## config.mk

```make
export PLATFORM = sky130hd
export DESIGN_NAME = imu_angle_calibrate_filter_core_flat
export DESIGN_NICKNAME = d
export VERILOG_FILES = /design/src/sv/imu_cal_pkg.sv /design/src/sv/imu_cal_if.sv /design/src/sv/imu_cal_front.sv /design/src/sv/imu_cal_queue.sv /design/src/sv/imu_cal_back.sv /design/src/sv/imu_angle_calibrate_filter_core.sv /design/src/flat_wrapper.sv
export SDC_FILE = /design/constraint.sdc
export NUM_CORES = 2
export LEC_CHECK = 0
export BUFFER_PORTS_ARGS = -buffer_cell sky130_fd_sc_hd__buf_4
export CORE_MARGIN = 4
export CORE_UTILIZATION = 30
export DETAILED_ROUTE_END_ITERATION = 6
export RECOVER_POWER = 50
export REMOVE_ABC_BUFFERS = 1
export SLEW_MARGIN = 20
export SYNTH_ARGS = -nofsm -noshare
export SYNTH_HDL_FRONTEND = slang
export SYNTH_SLANG_ARGS = --single-unit
```

## constraint.sdc

```tcl
create_clock -name clk -period 13.6 [get_ports clk]
set_input_delay 2.72 -clock clk [delete_from_list [all_inputs] [get_ports clk]]
set_output_delay 2.72 -clock clk [all_outputs]
set_load 0.1 [all_outputs]
```

## src/sv/imu_cal_pkg.sv

```systemverilog
// ----------------------------------------------------------------------------
// imu_cal_pkg
// Shared widths, register indexes, types and helper functions of the IMU
// angle calibration and smoothing filter.
// ----------------------------------------------------------------------------
package imu_cal_pkg;

  localparam int ANGLE_W     = 16;
  localparam int DIFF_W      = ANGLE_W + 1;
  localparam int GAIN_W      = 16;
  localparam int FRAC_W      = GAIN_W;
  localparam int COUNT_W     = 16;
  localparam int SIGNS_W     = 3;
  localparam int ACC_W       = ANGLE_W + GAIN_W + 4;
  localparam int SHIFTED_W   = ACC_W - FRAC_W;
  localparam int CFG_DATA_W  = 16;
  localparam int CFG_INDEX_W = 3;
  localparam int QUEUE_DEPTH = 4;
  localparam int QUEUE_PTR_W = $clog2(QUEUE_DEPTH);

  localparam logic [CFG_INDEX_W-1:0] REG_USE_FIXED   = 3'd0;
  localparam logic [CFG_INDEX_W-1:0] REG_FIXED_PITCH = 3'd1;
  localparam logic [CFG_INDEX_W-1:0] REG_FIXED_ROLL  = 3'd2;
  localparam logic [CFG_INDEX_W-1:0] REG_CAL_SAMPLES = 3'd3;
  localparam logic [CFG_INDEX_W-1:0] REG_KEEP_GAIN   = 3'd4;
  localparam logic [CFG_INDEX_W-1:0] REG_NEW_GAIN    = 3'd5;
  localparam logic [CFG_INDEX_W-1:0] REG_AXIS_SIGNS  = 3'd6;

  localparam logic [COUNT_W-1:0] CAL_SAMPLES_RESET = 16'd1000;
  localparam logic [GAIN_W-1:0]  KEEP_GAIN_RESET   = 16'd58982;
  localparam logic [GAIN_W-1:0]  NEW_GAIN_RESET    = 16'd6554;

  localparam logic signed [ANGLE_W-1:0] ANGLE_MAX = {1'b0, {(ANGLE_W-1){1'b1}}};
  localparam logic signed [ANGLE_W-1:0] ANGLE_MIN = {1'b1, {(ANGLE_W-1){1'b0}}};

  typedef struct packed {
    logic                       use_fixed;
    logic signed [ANGLE_W-1:0]  fixed_pitch;
    logic signed [ANGLE_W-1:0]  fixed_roll;
    logic [COUNT_W-1:0]         cal_samples;
    logic [GAIN_W-1:0]          keep_gain;
    logic [GAIN_W-1:0]          new_gain;
    logic [SIGNS_W-1:0]         axis_signs;
  } cfg_t;

  // One classified sample on its way from the front to the filter.
  typedef struct packed {
    logic                       calibrated;
    logic signed [DIFF_W-1:0]   diff_pitch;
    logic signed [DIFF_W-1:0]   diff_roll;
    logic signed [ANGLE_W-1:0]  yaw;
  } item_t;

  // Negation saturates the most negative angle to the largest positive one.
  function automatic logic signed [ANGLE_W-1:0] apply_sign(
      input logic signed [ANGLE_W-1:0] a, input logic neg);
    logic signed [ANGLE_W-1:0] r;
    r = a;
    if (neg) begin
      r = (a == ANGLE_MIN) ? ANGLE_MAX : -a;
    end
    return r;
  endfunction

  function automatic logic signed [ANGLE_W-1:0] sat_diff(
      input logic signed [DIFF_W-1:0] d);
    logic signed [ANGLE_W-1:0] r;
    r = d[ANGLE_W-1:0];
    if (d[DIFF_W-1] != d[DIFF_W-2]) begin
      r = d[DIFF_W-1] ? ANGLE_MIN : ANGLE_MAX;
    end
    return r;
  endfunction

  function automatic logic signed [ANGLE_W-1:0] sat_shifted(
      input logic [SHIFTED_W-1:0] v);
    logic signed [ANGLE_W-1:0] r;
    logic [SHIFTED_W-ANGLE_W:0] top;
    top = v[SHIFTED_W-1:ANGLE_W-1];
    r = v[ANGLE_W-1:0];
    if (!((&top) || !(|top))) begin
      r = v[SHIFTED_W-1] ? ANGLE_MIN : ANGLE_MAX;
    end
    return r;
  endfunction

endpackage

```

## src/sv/imu_cal_if.sv

```systemverilog
// ----------------------------------------------------------------------------
// imu_cal_if
// Valid/ready channels for IMU samples and filtered results.
// ----------------------------------------------------------------------------
interface imu_cal_in_if;
  logic                                     valid;
  logic                                     ready;
  logic                                     sensor_ready;
  logic signed [imu_cal_pkg::ANGLE_W-1:0]   raw_pitch;
  logic signed [imu_cal_pkg::ANGLE_W-1:0]   raw_roll;
  logic signed [imu_cal_pkg::ANGLE_W-1:0]   raw_yaw;

  modport source (output valid, sensor_ready, raw_pitch, raw_roll, raw_yaw, input ready);
  modport sink   (input valid, sensor_ready, raw_pitch, raw_roll, raw_yaw, output ready);
endinterface

interface imu_cal_out_if;
  logic                                     valid;
  logic                                     ready;
  logic                                     calibrated;
  logic signed [imu_cal_pkg::ANGLE_W-1:0]   out_pitch;
  logic signed [imu_cal_pkg::ANGLE_W-1:0]   out_roll;
  logic signed [imu_cal_pkg::ANGLE_W-1:0]   out_yaw;

  modport source (output valid, calibrated, out_pitch, out_roll, out_yaw, input ready);
  modport sink   (input valid, calibrated, out_pitch, out_roll, out_yaw, output ready);
endinterface

```

## src/sv/imu_cal_front.sv

```systemverilog
// ----------------------------------------------------------------------------
// imu_cal_front
// Accepts samples, applies the sign mask, runs the offset calibration and
// hands offset-corrected differences to the queue.
// ----------------------------------------------------------------------------
module imu_cal_front (
  input  logic                  clk,
  input  logic                  rst,
  input  imu_cal_pkg::cfg_t     cfg,
  imu_cal_in_if.sink            sample,
  input  logic                  full,
  output logic                  push,
  output imu_cal_pkg::item_t    push_item
);

  logic                                   running;
  logic [imu_cal_pkg::COUNT_W-1:0]        count;
  logic signed [imu_cal_pkg::ANGLE_W-1:0] pitch_off;
  logic signed [imu_cal_pkg::ANGLE_W-1:0] roll_off;

  logic signed [imu_cal_pkg::ANGLE_W-1:0] pitch_s;
  logic signed [imu_cal_pkg::ANGLE_W-1:0] roll_s;
  logic signed [imu_cal_pkg::ANGLE_W-1:0] yaw_s;
  logic signed [imu_cal_pkg::ANGLE_W-1:0] base_pitch;
  logic signed [imu_cal_pkg::ANGLE_W-1:0] base_roll;
  logic signed [imu_cal_pkg::DIFF_W-1:0]  sum_pitch;
  logic signed [imu_cal_pkg::DIFF_W-1:0]  sum_roll;
  logic [imu_cal_pkg::COUNT_W-1:0]        count_next;

  assign sample.ready = !full;
  assign push         = sample.valid && sample.ready;

  assign pitch_s = imu_cal_pkg::apply_sign(sample.raw_pitch, cfg.axis_signs[0]);
  assign roll_s  = imu_cal_pkg::apply_sign(sample.raw_roll,  cfg.axis_signs[1]);
  assign yaw_s   = imu_cal_pkg::apply_sign(sample.raw_yaw,   cfg.axis_signs[2]);

  // The first measured sample averages against the fixed offset register.
  assign base_pitch = (count == '0) ? cfg.fixed_pitch : pitch_off;
  assign base_roll  = (count == '0) ? cfg.fixed_roll  : roll_off;
  assign sum_pitch  = imu_cal_pkg::DIFF_W'(base_pitch) + imu_cal_pkg::DIFF_W'(pitch_s);
  assign sum_roll   = imu_cal_pkg::DIFF_W'(base_roll)  + imu_cal_pkg::DIFF_W'(roll_s);
  assign count_next = count + 1'b1;

  always_comb begin
    push_item = '0;
    if (running) begin
      push_item.calibrated = 1'b1;
      push_item.diff_pitch = imu_cal_pkg::DIFF_W'(pitch_s) - imu_cal_pkg::DIFF_W'(pitch_off);
      push_item.diff_roll  = imu_cal_pkg::DIFF_W'(roll_s)  - imu_cal_pkg::DIFF_W'(roll_off);
      push_item.yaw        = yaw_s;
    end
  end

  always_ff @(posedge clk) begin
    if (rst) begin
      running <= 1'b0;
      count   <= '0;
    end else if (push && !running && sample.sensor_ready) begin
      if (cfg.use_fixed) begin
        running <= 1'b1;
      end else begin
        count <= count_next;
        if (count_next >= cfg.cal_samples) begin
          running <= 1'b1;
        end
      end
    end
  end

  always_ff @(posedge clk) begin
    if (push && !running && sample.sensor_ready) begin
      if (cfg.use_fixed) begin
        pitch_off <= cfg.fixed_pitch;
        roll_off  <= cfg.fixed_roll;
      end else begin
        // Arithmetic shift of the sum gives the floor of the average.
        pitch_off <= sum_pitch[imu_cal_pkg::DIFF_W-1:1];
        roll_off  <= sum_roll[imu_cal_pkg::DIFF_W-1:1];
      end
    end
  end

endmodule

```

## src/sv/imu_cal_queue.sv

```systemverilog
// ----------------------------------------------------------------------------
// imu_cal_queue
// Short FIFO between the calibration front and the filter back end.
// ----------------------------------------------------------------------------
module imu_cal_queue (
  input  logic                  clk,
  input  logic                  rst,
  input  logic                  push,
  input  imu_cal_pkg::item_t    push_item,
  input  logic                  pop,
  output imu_cal_pkg::item_t    head,
  output logic                  full,
  output logic                  empty
);

  imu_cal_pkg::item_t                   entries [imu_cal_pkg::QUEUE_DEPTH];
  logic [imu_cal_pkg::QUEUE_PTR_W-1:0]  wr_ptr;
  logic [imu_cal_pkg::QUEUE_PTR_W-1:0]  rd_ptr;
  logic [imu_cal_pkg::QUEUE_PTR_W:0]    count;

  assign full  = (count == (imu_cal_pkg::QUEUE_PTR_W+1)'(imu_cal_pkg::QUEUE_DEPTH));
  assign empty = (count == '0);
  assign head  = entries[rd_ptr];

  always_ff @(posedge clk) begin
    if (rst) begin
      wr_ptr <= '0;
      rd_ptr <= '0;
      count  <= '0;
    end else begin
      if (push) begin
        wr_ptr <= wr_ptr + 1'b1;
      end
      if (pop) begin
        rd_ptr <= rd_ptr + 1'b1;
      end
      count <= count + {{imu_cal_pkg::QUEUE_PTR_W{1'b0}}, push}
                     - {{imu_cal_pkg::QUEUE_PTR_W{1'b0}}, pop};
    end
  end

  always_ff @(posedge clk) begin
    if (push) begin
      entries[wr_ptr] <= push_item;
    end
  end

  a_no_overflow: assert property (@(posedge clk) disable iff (rst) push |-> !full)
    else $error("queue written while full");

  a_no_underflow: assert property (@(posedge clk) disable iff (rst) pop |-> !empty)
    else $error("queue read while empty");

  a_count_bound: assert property (@(posedge clk) disable iff (rst)
      count <= (imu_cal_pkg::QUEUE_PTR_W+1)'(imu_cal_pkg::QUEUE_DEPTH))
    else $error("queue fill count beyond depth");

  a_count_track: assert property (@(posedge clk) disable iff (rst)
      !rst && $past(!rst) |-> count == $past(count)
        + {{imu_cal_pkg::QUEUE_PTR_W{1'b0}}, $past(push)}
        - {{imu_cal_pkg::QUEUE_PTR_W{1'b0}}, $past(pop)})
    else $error("queue fill count does not follow push and pop");

endmodule

```

## src/sv/imu_cal_back.sv

```systemverilog
// ----------------------------------------------------------------------------
// imu_cal_back
// Smoothing filter for pitch and roll with the result output register.
// ----------------------------------------------------------------------------
module imu_cal_back (
  input  logic                  clk,
  input  logic                  rst,
  input  imu_cal_pkg::cfg_t     cfg,
  input  logic                  empty,
  input  imu_cal_pkg::item_t    head,
  output logic                  pop,
  imu_cal_out_if.source         result
);

  logic                                   first_pending;
  logic signed [imu_cal_pkg::ANGLE_W-1:0] filt_pitch;
  logic signed [imu_cal_pkg::ANGLE_W-1:0] filt_roll;
  logic signed [imu_cal_pkg::ANGLE_W-1:0] pitch_next;
  logic signed [imu_cal_pkg::ANGLE_W-1:0] roll_next;
  logic                                   out_valid;

  // out = floor((keep*prev + new*diff + half) / 2^FRAC_W), saturated.
  function automatic logic signed [imu_cal_pkg::ANGLE_W-1:0] smooth(
      input logic [imu_cal_pkg::GAIN_W-1:0]         keep,
      input logic [imu_cal_pkg::GAIN_W-1:0]         gain,
      input logic signed [imu_cal_pkg::ANGLE_W-1:0] prev,
      input logic signed [imu_cal_pkg::DIFF_W-1:0]  diff);
    logic signed [imu_cal_pkg::GAIN_W:0]                       keep_s;
    logic signed [imu_cal_pkg::GAIN_W:0]                       gain_s;
    logic signed [imu_cal_pkg::GAIN_W+imu_cal_pkg::ANGLE_W:0]  prod_keep;
    logic signed [imu_cal_pkg::GAIN_W+imu_cal_pkg::DIFF_W:0]   prod_new;
    logic signed [imu_cal_pkg::ACC_W-1:0]                      acc;
    keep_s    = {1'b0, keep};
    gain_s    = {1'b0, gain};
    prod_keep = keep_s * prev;
    prod_new  = gain_s * diff;
    acc = imu_cal_pkg::ACC_W'(prod_keep) + imu_cal_pkg::ACC_W'(prod_new)
        + (imu_cal_pkg::ACC_W'(1) <<< (imu_cal_pkg::FRAC_W - 1));
    return imu_cal_pkg::sat_shifted(acc[imu_cal_pkg::ACC_W-1:imu_cal_pkg::FRAC_W]);
  endfunction

  assign pop          = !empty && (!out_valid || result.ready);
  assign result.valid = out_valid;

  always_comb begin
    if (first_pending) begin
      pitch_next = imu_cal_pkg::sat_diff(head.diff_pitch);
      roll_next  = imu_cal_pkg::sat_diff(head.diff_roll);
    end else begin
      pitch_next = smooth(cfg.keep_gain, cfg.new_gain, filt_pitch, head.diff_pitch);
      roll_next  = smooth(cfg.keep_gain, cfg.new_gain, filt_roll,  head.diff_roll);
    end
  end

  always_ff @(posedge clk) begin
    if (rst) begin
      out_valid     <= 1'b0;
      first_pending <= 1'b1;
      filt_pitch    <= '0;
      filt_roll     <= '0;
    end else begin
      if (pop) begin
        out_valid <= 1'b1;
      end else if (result.ready) begin
        out_valid <= 1'b0;
      end
      if (pop && head.calibrated) begin
        first_pending <= 1'b0;
        filt_pitch    <= pitch_next;
        filt_roll     <= roll_next;
      end
    end
  end

  always_ff @(posedge clk) begin
    if (pop) begin
      result.calibrated <= head.calibrated;
      result.out_pitch  <= head.calibrated ? pitch_next : '0;
      result.out_roll   <= head.calibrated ? roll_next  : '0;
      result.out_yaw    <= head.yaw;
    end
  end

endmodule

```

## src/sv/imu_angle_calibrate_filter_core.sv

```systemverilog
// ----------------------------------------------------------------------------
// imu_angle_calibrate_filter_core
// IMU angle offset calibration with first-order smoothing of pitch and roll.
// ----------------------------------------------------------------------------
// Samples enter on the sample channel and one result leaves on the result
// channel for every sample, in order; a transfer happens when valid and ready
// are both high. Configuration is written through cfg_write_en, cfg_index and
// cfg_data, by the user only while the block is idle; the block does not enforce it.
// While calibrating, each result has calibrated low and zero angles; ready
// samples move the offsets. Once running, pitch and roll are offset-corrected
// and smoothed, and yaw passes through with its sign applied.
// Each sample passes through the queue and then the result register before
// result valid rises. Throughput is one sample per cycle while the receiver
// does not stall, set by the filter feedback of one multiply-add per axis. A
// four-entry queue sits between the calibration front and the filter; the
// result register holds its data while the receiver stalls and the sample
// channel keeps taking data until the queue fills.
// A synchronous reset restores the register defaults, returns to calibrating
// and empties the queue and the result register.
// ----------------------------------------------------------------------------
module imu_angle_calibrate_filter_core (
  input  logic                                clk,
  input  logic                                rst,
  input  logic                                cfg_write_en,
  input  logic [imu_cal_pkg::CFG_INDEX_W-1:0] cfg_index,
  input  logic [imu_cal_pkg::CFG_DATA_W-1:0]  cfg_data,
  imu_cal_in_if.sink                          sample,
  imu_cal_out_if.source                       result
);

  imu_cal_pkg::cfg_t   cfg;
  imu_cal_pkg::item_t  push_item;
  imu_cal_pkg::item_t  head;
  logic                push;
  logic                pop;
  logic                full;
  logic                empty;

  always_ff @(posedge clk) begin
    if (rst) begin
      cfg.use_fixed   <= 1'b0;
      cfg.fixed_pitch <= '0;
      cfg.fixed_roll  <= '0;
      cfg.cal_samples <= imu_cal_pkg::CAL_SAMPLES_RESET;
      cfg.keep_gain   <= imu_cal_pkg::KEEP_GAIN_RESET;
      cfg.new_gain    <= imu_cal_pkg::NEW_GAIN_RESET;
      cfg.axis_signs  <= '0;
    end else if (cfg_write_en) begin
      case (cfg_index)
        imu_cal_pkg::REG_USE_FIXED:   cfg.use_fixed   <= cfg_data[0];
        imu_cal_pkg::REG_FIXED_PITCH: cfg.fixed_pitch <= cfg_data;
        imu_cal_pkg::REG_FIXED_ROLL:  cfg.fixed_roll  <= cfg_data;
        imu_cal_pkg::REG_CAL_SAMPLES: cfg.cal_samples <= cfg_data;
        imu_cal_pkg::REG_KEEP_GAIN:   cfg.keep_gain   <= cfg_data;
        imu_cal_pkg::REG_NEW_GAIN:    cfg.new_gain    <= cfg_data;
        imu_cal_pkg::REG_AXIS_SIGNS:  cfg.axis_signs  <= cfg_data[imu_cal_pkg::SIGNS_W-1:0];
        default: ;
      endcase
    end
  end

  imu_cal_front u_front (
    .clk       (clk),
    .rst       (rst),
    .cfg       (cfg),
    .sample    (sample),
    .full      (full),
    .push      (push),
    .push_item (push_item)
  );

  imu_cal_queue u_queue (
    .clk       (clk),
    .rst       (rst),
    .push      (push),
    .push_item (push_item),
    .pop       (pop),
    .head      (head),
    .full      (full),
    .empty     (empty)
  );

  imu_cal_back u_back (
    .clk    (clk),
    .rst    (rst),
    .cfg    (cfg),
    .empty  (empty),
    .head   (head),
    .pop    (pop),
    .result (result)
  );

endmodule

```

## src/flat_wrapper.sv

```systemverilog
// flat-port wrapper written by rule: the top's interface ports become plain ports
module imu_angle_calibrate_filter_core_flat 
  (clk, rst, cfg_write_en, cfg_index, cfg_data, sample_valid, sample_sensor_ready, sample_raw_pitch, sample_raw_roll, sample_raw_yaw, sample_ready, result_valid, result_calibrated, result_out_pitch, result_out_roll, result_out_yaw, result_ready);
  imu_cal_in_if sample_i ();
  imu_cal_out_if result_i ();
  input  logic clk;
  input  logic rst;
  input  logic cfg_write_en;
  input  logic [imu_cal_pkg::CFG_INDEX_W-1:0] cfg_index;
  input  logic [imu_cal_pkg::CFG_DATA_W-1:0] cfg_data;
  input wire logic [$bits(sample_i.valid)-1:0] sample_valid;
  input wire logic [$bits(sample_i.sensor_ready)-1:0] sample_sensor_ready;
  input wire logic [$bits(sample_i.raw_pitch)-1:0] sample_raw_pitch;
  input wire logic [$bits(sample_i.raw_roll)-1:0] sample_raw_roll;
  input wire logic [$bits(sample_i.raw_yaw)-1:0] sample_raw_yaw;
  output wire logic [$bits(sample_i.ready)-1:0] sample_ready;
  output wire logic [$bits(result_i.valid)-1:0] result_valid;
  output wire logic [$bits(result_i.calibrated)-1:0] result_calibrated;
  output wire logic [$bits(result_i.out_pitch)-1:0] result_out_pitch;
  output wire logic [$bits(result_i.out_roll)-1:0] result_out_roll;
  output wire logic [$bits(result_i.out_yaw)-1:0] result_out_yaw;
  input wire logic [$bits(result_i.ready)-1:0] result_ready;
  assign sample_i.valid = sample_valid;
  assign sample_i.sensor_ready = sample_sensor_ready;
  assign sample_i.raw_pitch = sample_raw_pitch;
  assign sample_i.raw_roll = sample_raw_roll;
  assign sample_i.raw_yaw = sample_raw_yaw;
  assign sample_ready = sample_i.ready;
  assign result_valid = result_i.valid;
  assign result_calibrated = result_i.calibrated;
  assign result_out_pitch = result_i.out_pitch;
  assign result_out_roll = result_i.out_roll;
  assign result_out_yaw = result_i.out_yaw;
  assign result_i.ready = result_ready;
  imu_angle_calibrate_filter_core u_core (.clk(clk), .rst(rst), .cfg_write_en(cfg_write_en), .cfg_index(cfg_index), .cfg_data(cfg_data), .sample(sample_i), .result(result_i));
endmodule
```

==> Yosys cells after proc, flatten, opt, wreduce, memory -nomap -nowiden <==
Memories as Yosys holds them, arrays and structs flattened. A register that Yosys moved wholly into a read port is not among the register bits.
Index checks and enable logic that the tools add are counted.
{ "word_totals": {"n_memories": 1, "elab_cells": 118, "ramBits": 204, "output_inout_bits": 51, "reg_bits": 223, "inputBits": 73} }
{ "memory_table": {"columns": ["name", "depth", "width", "rd", "rd_clocked_by_memory_dff", "write_ports", "line", "source"], "rows": [
  ["u_core.u_queue.entries", 4, 51, 1, 1, 1, "imu_cal_queue.sv:16", "imu_cal_pkg::item_t entries [imu_cal_pkg::QUEUE_DEPTH];"]
]} }
{ "op_classes": {"magnitude_cmp": 1, "eq_ne": 12, "add_sub_neg": 16, "reduce_logical": 32, "mul": 4, "bitwise_logic": 1, "mux": 29} }
{ "op_table": {"columns": ["op", "count"], "rows": [
  ["2-to-1 mux 16 bit", 20],
  ["adder 35 x 17 -> 36 bit (second input constant)", 2],
  ["adder 33 x 34 -> 35 bit", 2],
  ["multiplier 17 x 17 -> 34 bit", 2],
  ["multiplier 17 x 16 -> 33 bit", 2],
  ["2-to-1 mux 51 bit", 1],
  ["equality test 16 bit (second input constant)", 3],
  ["negation 16 bit", 3],
  ["adder 16 x 16 -> 17 bit", 2],
  ["subtractor 16 x 16 -> 17 bit", 2],
  ["AND reduction 2 bit", 9],
  ["adder 16 x 1 -> 16 bit (second input constant)", 1],
  [">= comparator 16 bit", 1],
  ["zero test 16 bit", 1],
  ["equality test 3 bit (second input constant)", 4],
  ["AND reduction 5 bit", 2],
  ["OR reduction 5 bit", 2],
  ["equality test 3 x 2 -> 1 bit (second input constant)", 2],
  ["zero test 1 bit", 6],
  ["zero test 3 bit", 2],
  ["2-to-1 mux 1 bit", 6],
  ["logical AND 1 bit", 5],
  ["adder 2 x 1 -> 2 bit (second input constant)", 2],
  ["2-to-1 mux 2 bit", 2],
  ["7 further kinds", 11]
]} }

==> Logic depth before layout (Yosys ltp) <==
{ "depth": {"depth_word": 8, "mapped_depth": 34, "mapped_depth_nobuf": 30} }

==> By module <==
Synthesis repeated with hierarchy kept, for this count alone.
{ "hier_totals": {"cells_unflattened": 5981, "area_unflattened_um2": 58747.6} }
{ "by_module_without_submodules": {"columns": ["module", "area_each_um2", "n_inst", "seq_area_each_um2", "cells_per_inst"], "rows": [
  ["imu_cal_back", 40308.7, 1, 2152.1, 4413],
  ["imu_cal_queue", 7857.5, 1, 6306.0, 309],
  ["imu_cal_front", 7163.1, 1, 1301.2, 940],
  ["imu_angle_calibrate_filter_core", 3418.3, 1, 1681.6, 319]
]} }

==> Worst setup path after synthesis <==
OpenSTA, ideal clock, no wires.
{ "synth_timing": {"path_kind": "reg-to-reg", "start": "register (tool-made name)", "end": "register u_core.u_back.result.out_pitch[11] (data pin)", "t_required_ps": 13443, "stages_incl_launch_ff": 34, "slack_ps": 4114, "setup_time_ps": 157, "path_buffers": 6, "period_less_slack_ps": 9486, "arrival_time_ps": 9329, "cell_sequence": "dfxtp_1 > buf_6 > buf_2 > buf_1 > buf_1 > mux4_2 > clkbuf_1 > nand2_1 > fa_1 > inv_1 > fa_1 > inv_1 > fa_1 > inv_1 > fa_1 > fa_1 > fa_1 > fa_1 > inv_1 > fa_1 > inv_1 > ha_1 > a211oi_1 > o21ai_0 > a221oi_1 > a31oi_1 > o311ai_4 > a211oi_1 > or3_1 > a211o_1 > mux2i_4 > buf_6 > a21oi_1 > nor3_1"} }
{ "synth_lines": {"columns": ["element", "line", "source"], "rows": [
  ["end signal: assignment", "imu_cal_back.sv:78", "result.out_pitch <= head.calibrated ? pitch_next : '0;"],
  ["end: declaration", "imu_cal_if.sv:25", "modport source (output valid, calibrated, out_pitch, out_roll, out_yaw, input ready);"]
]} }

==> metrics <==
CP dominant cell by count fa_1; share of post-route cells with drive strength above 1 6.28%; FF-to-FF End u_core.u_back.result.out_pitch[10]; slowest stage cell, crit path a2111oi_0; die area 200000 sq um; Reg2Reg Setup Slack 3310 ps; hold path cells 2; initial DRC count between 2000 and 3000; period utilization 75.7%; RSZ-0062 raised after global routing no; clk buf depth 3; Final Hold Viols 0; post-synthesis instance total 6047; DRT antenna net count 0; PortBufs 123; Cell Area, Synth just under 60000 sq um; Primary FF master, synth edfxtp_1; site row count between 150 and 200; IO Count ~120; outcome finished, violations left; Synth Register Bits 429; CTS buffer count 49; number of antenna diodes 0; DR pass1 iterations 6; setup bufs post-CTS 0; number of synthesized flops with an enable pin ~290; clock sink total 429; TritonCTS clock tree yes; synthesis-to-finish area growth 8.99%; Filler Cell Count 19427; CTS root buffer clkbuf_16; post-DP HPWL 120000 um; Worst-path clk slew approximately 60 ps; die width between 400 and 500 um; largest net degree at the start of global routing a little over 70; Startpoint Class flop; YS warnings 0; Distinct cells, synth 81; Max Slew Vio Count 517; initial antenna violation count 1; end of the worst hold path u_core.cfg[49]; first-pass GRT wire length between 200000 and 300000 um; CP required approximately 14000 ps; placed cell area approximately 60000 sq um; worst rel slew slack -147%; Core ar. between 150000 and 200000 sq um; Tightest Hold Check Type reg2reg; vias in the first global route 44277; met2 usage between 20% and 30%; PostCTS Resize Cnt 0; routed len/inst 18.2 um; met1 usage between 20% and 30%; Crit path largest cell delay between 700 and 800 ps; mean post-synth cell area 9.56 sq um; die height about 450 um; NumNets Final approximately 7500; Slew @ Worst Pin between 3000 and 4000 ps; worst setup path class reg2reg; clock skew about 25 ps; fin area 63000 sq um; Setup TNS 0 ps; Most Crowded Layer GR met2; routability cong. between 0.8 and 0.9; R2R depth 29; Final Setup Violations 0; GR Util All Layers 15.9%; HP Start u_core.cfg[49]; fmax a little under 0.1 GHz; Vias 41001; CTS Hold Bufs 0; Max FO, Critical Path 36; violated checks capacitance limit, slew limit; GR Layer Usage met3 1.81%; final wirelength approximately 160000 um; Post-synth ARST share 0%; DR vias/cell around 4.8; Crit. End Element flop; register area share after synthesis 19.8%; Final Critical Period between 10000 and 15000 ps; critical path data arrival time roughly 11000 ps; clock latency on the worst-skew pair between 600 and 700 ps; global route overflow 0; DRC 0; CTS H-tree lvls 2; max cap viols 12; Initial Utilization a little under a third
-- critical path: cells and delay by family (launching register included) --
kind,cells,cell delay [ps]
mux,2,1210
simple gates,5,860
buf+inv,7,870
flops,1,670
compound gates,5,1710
fa+ha+maj,9,4260
xor+xnor,1,440
-- logic make-up after synthesis --
logic type	Yosys count	synth area share (%)
XOR/XNOR	135	2.06
flip-flops	429	19.8
AND/OR/NAND/NOR	1851	15.6
multiplexers	100	2.86
adder cells (fa/ha/maj)	1462	43.8
AO/OA/AOI/OAI	513	5.72
buffers and inverters	1557	10.1
-- through the flow --
step	hold slack (ps)	setup slack, ps	utilization, %	instances
after global placement	443	3610	32.2	8474
after global routing	477	2620	33.0	8565
after floorplan	430	2700	-	5770
after CTS	457	3370	33.1	8565
final	454	3310	33.0	8565
after detailed placement	449	3410	32.2	8474
-- Yosys cell counts (11+ instances only) --
library cell | count | share of area [%]
a21boi_0 | 26 | 0.34
clkbuf_1 | 252 | 1.6
o31ai_1 | 40 | 0.52
fa_1 | 939 | 33
nor3b_1 | 14 | 0.18
mux2i_1 | 18 | 0.31
nand4_1 | 18 | 0.19
edfxtp_1 | 285 | 15
or2_2 | 11 | 0.12
nand3b_1 | 41 | 0.53
ha_1 | 523 | 11
or3_1 | 23 | 0.25
a211oi_1 | 26 | 0.34
buf_1 | 18 | 0.12
dfxtp_1 | 144 | 5.0
a21o_1 | 32 | 0.42
mux4_2 | 48 | 1.9
nor2b_1 | 26 | 0.28
nor2_1 | 167 | 1.1
and2_1 | 496 | 5.4
inv_1 | 1280 | 8.3
nand2b_1 | 30 | 0.32
and3_1 | 21 | 0.23
o21bai_1 | 14 | 0.18
o21ai_0 | 90 | 0.78
nor3_1 | 63 | 0.55
nand2_1 | 865 | 5.6
nand3_1 | 42 | 0.36
xor2_1 | 83 | 1.3
o21a_1 | 15 | 0.19
a21oi_1 | 179 | 1.5
xnor2_1 | 51 | 0.77
mux2_2 | 33 | 0.64
-- metal layers --
metal / up-vias / part of all wire [%]
li1: 18640 / -
met1: 20936 / 43
met2: 1167 / 48
met3: 258 / 5.5
met4: 0 / 4.1
met5: - / 0
-- layout by cell type, fill, tap and decap left out, types with 11 or more instances in the layout --
cell type  synthesis  final
nand3b_1          41     41
mux2i_1           18     18
nand2b_1          30     30
mux2_2            33     33
o21a_1            15     15
a21oi_1          179    178
nand3_1           42     42
nor3_1            63     63
clkbuf_16          0     49
a21boi_0          26     26
mux4_2            48     48
or2_2             11     11
xor2_1            83     83
edfxtp_1         285    285
clkbuf_1         252     25
nand2_1          865    865
nand4_1           18     18
nor2b_1           26     26
o31ai_1           40     40
ha_1             523    523
buf_4              0    177
nor3b_1           14     14
o21ai_0           90     90
a211oi_1          26     26
inv_1           1280   1280
a21o_1            32     32
o21bai_1          14     14
nor2_1           167    167
or3_1             23     23
xnor2_1           51     51
and2_1           496    496
dfxtp_1          144    139
fa_1             939    939
and3_1            21     17
-- how the worst max path moves through the flow --
stage | startpoint | to | slack [ps]
2_1_floorplan | flop | u_core.u_back.result.out_roll[11] | 2700
3_3_place_gp | flop | u_core.u_back.result.out_roll[5] | 3610
3_5_place_dp | flop | u_core.u_back.result.out_pitch[3] | 3410
4_1_cts | flop | u_core.u_back.result.out_pitch[3] | 3370
5_1_grt | flop | u_core.u_back.result.out_roll[5] | 2620
6_report | flop | u_core.u_back.result.out_pitch[10] | 3310
-- final cells by class --
type | count | area [sq um] | area share, %
Clock buffer | 61 | 1290 | 2.05
Clock inverter | 30 | 390 | 0.620
Inverter | 1280 | 4800 | 7.63
Multi-Input combinational cell | 4061 | 40500 | 64.3
Sequential cell | 429 | 11400 | 18.2
Tap cell | 2511 | 3140 | 4.99
Timing Repair Buffer | 193 | 1390 | 2.21
-- flip-flops by register name, indices dropped and copies added (netlist names), 3 cells and up, named ones only --
signal                          cells
u_core.u_front.roll_off            16
u_core.u_back.filt_roll            16
u_core.u_front.count               16
u_core.u_queue.count                3
u_core.cfg                         84
u_core.u_back.result.out_pitch     16
u_core.u_queue.entries            204
u_core.u_front.pitch_off           16
u_core.u_back.result.out_yaw       16
u_core.u_back.filt_pitch           16
u_core.u_back.result.out_roll      16
Power is not shown: default switching activity piles up to over one toggle a cycle in this logic, so the estimate is an artifact.
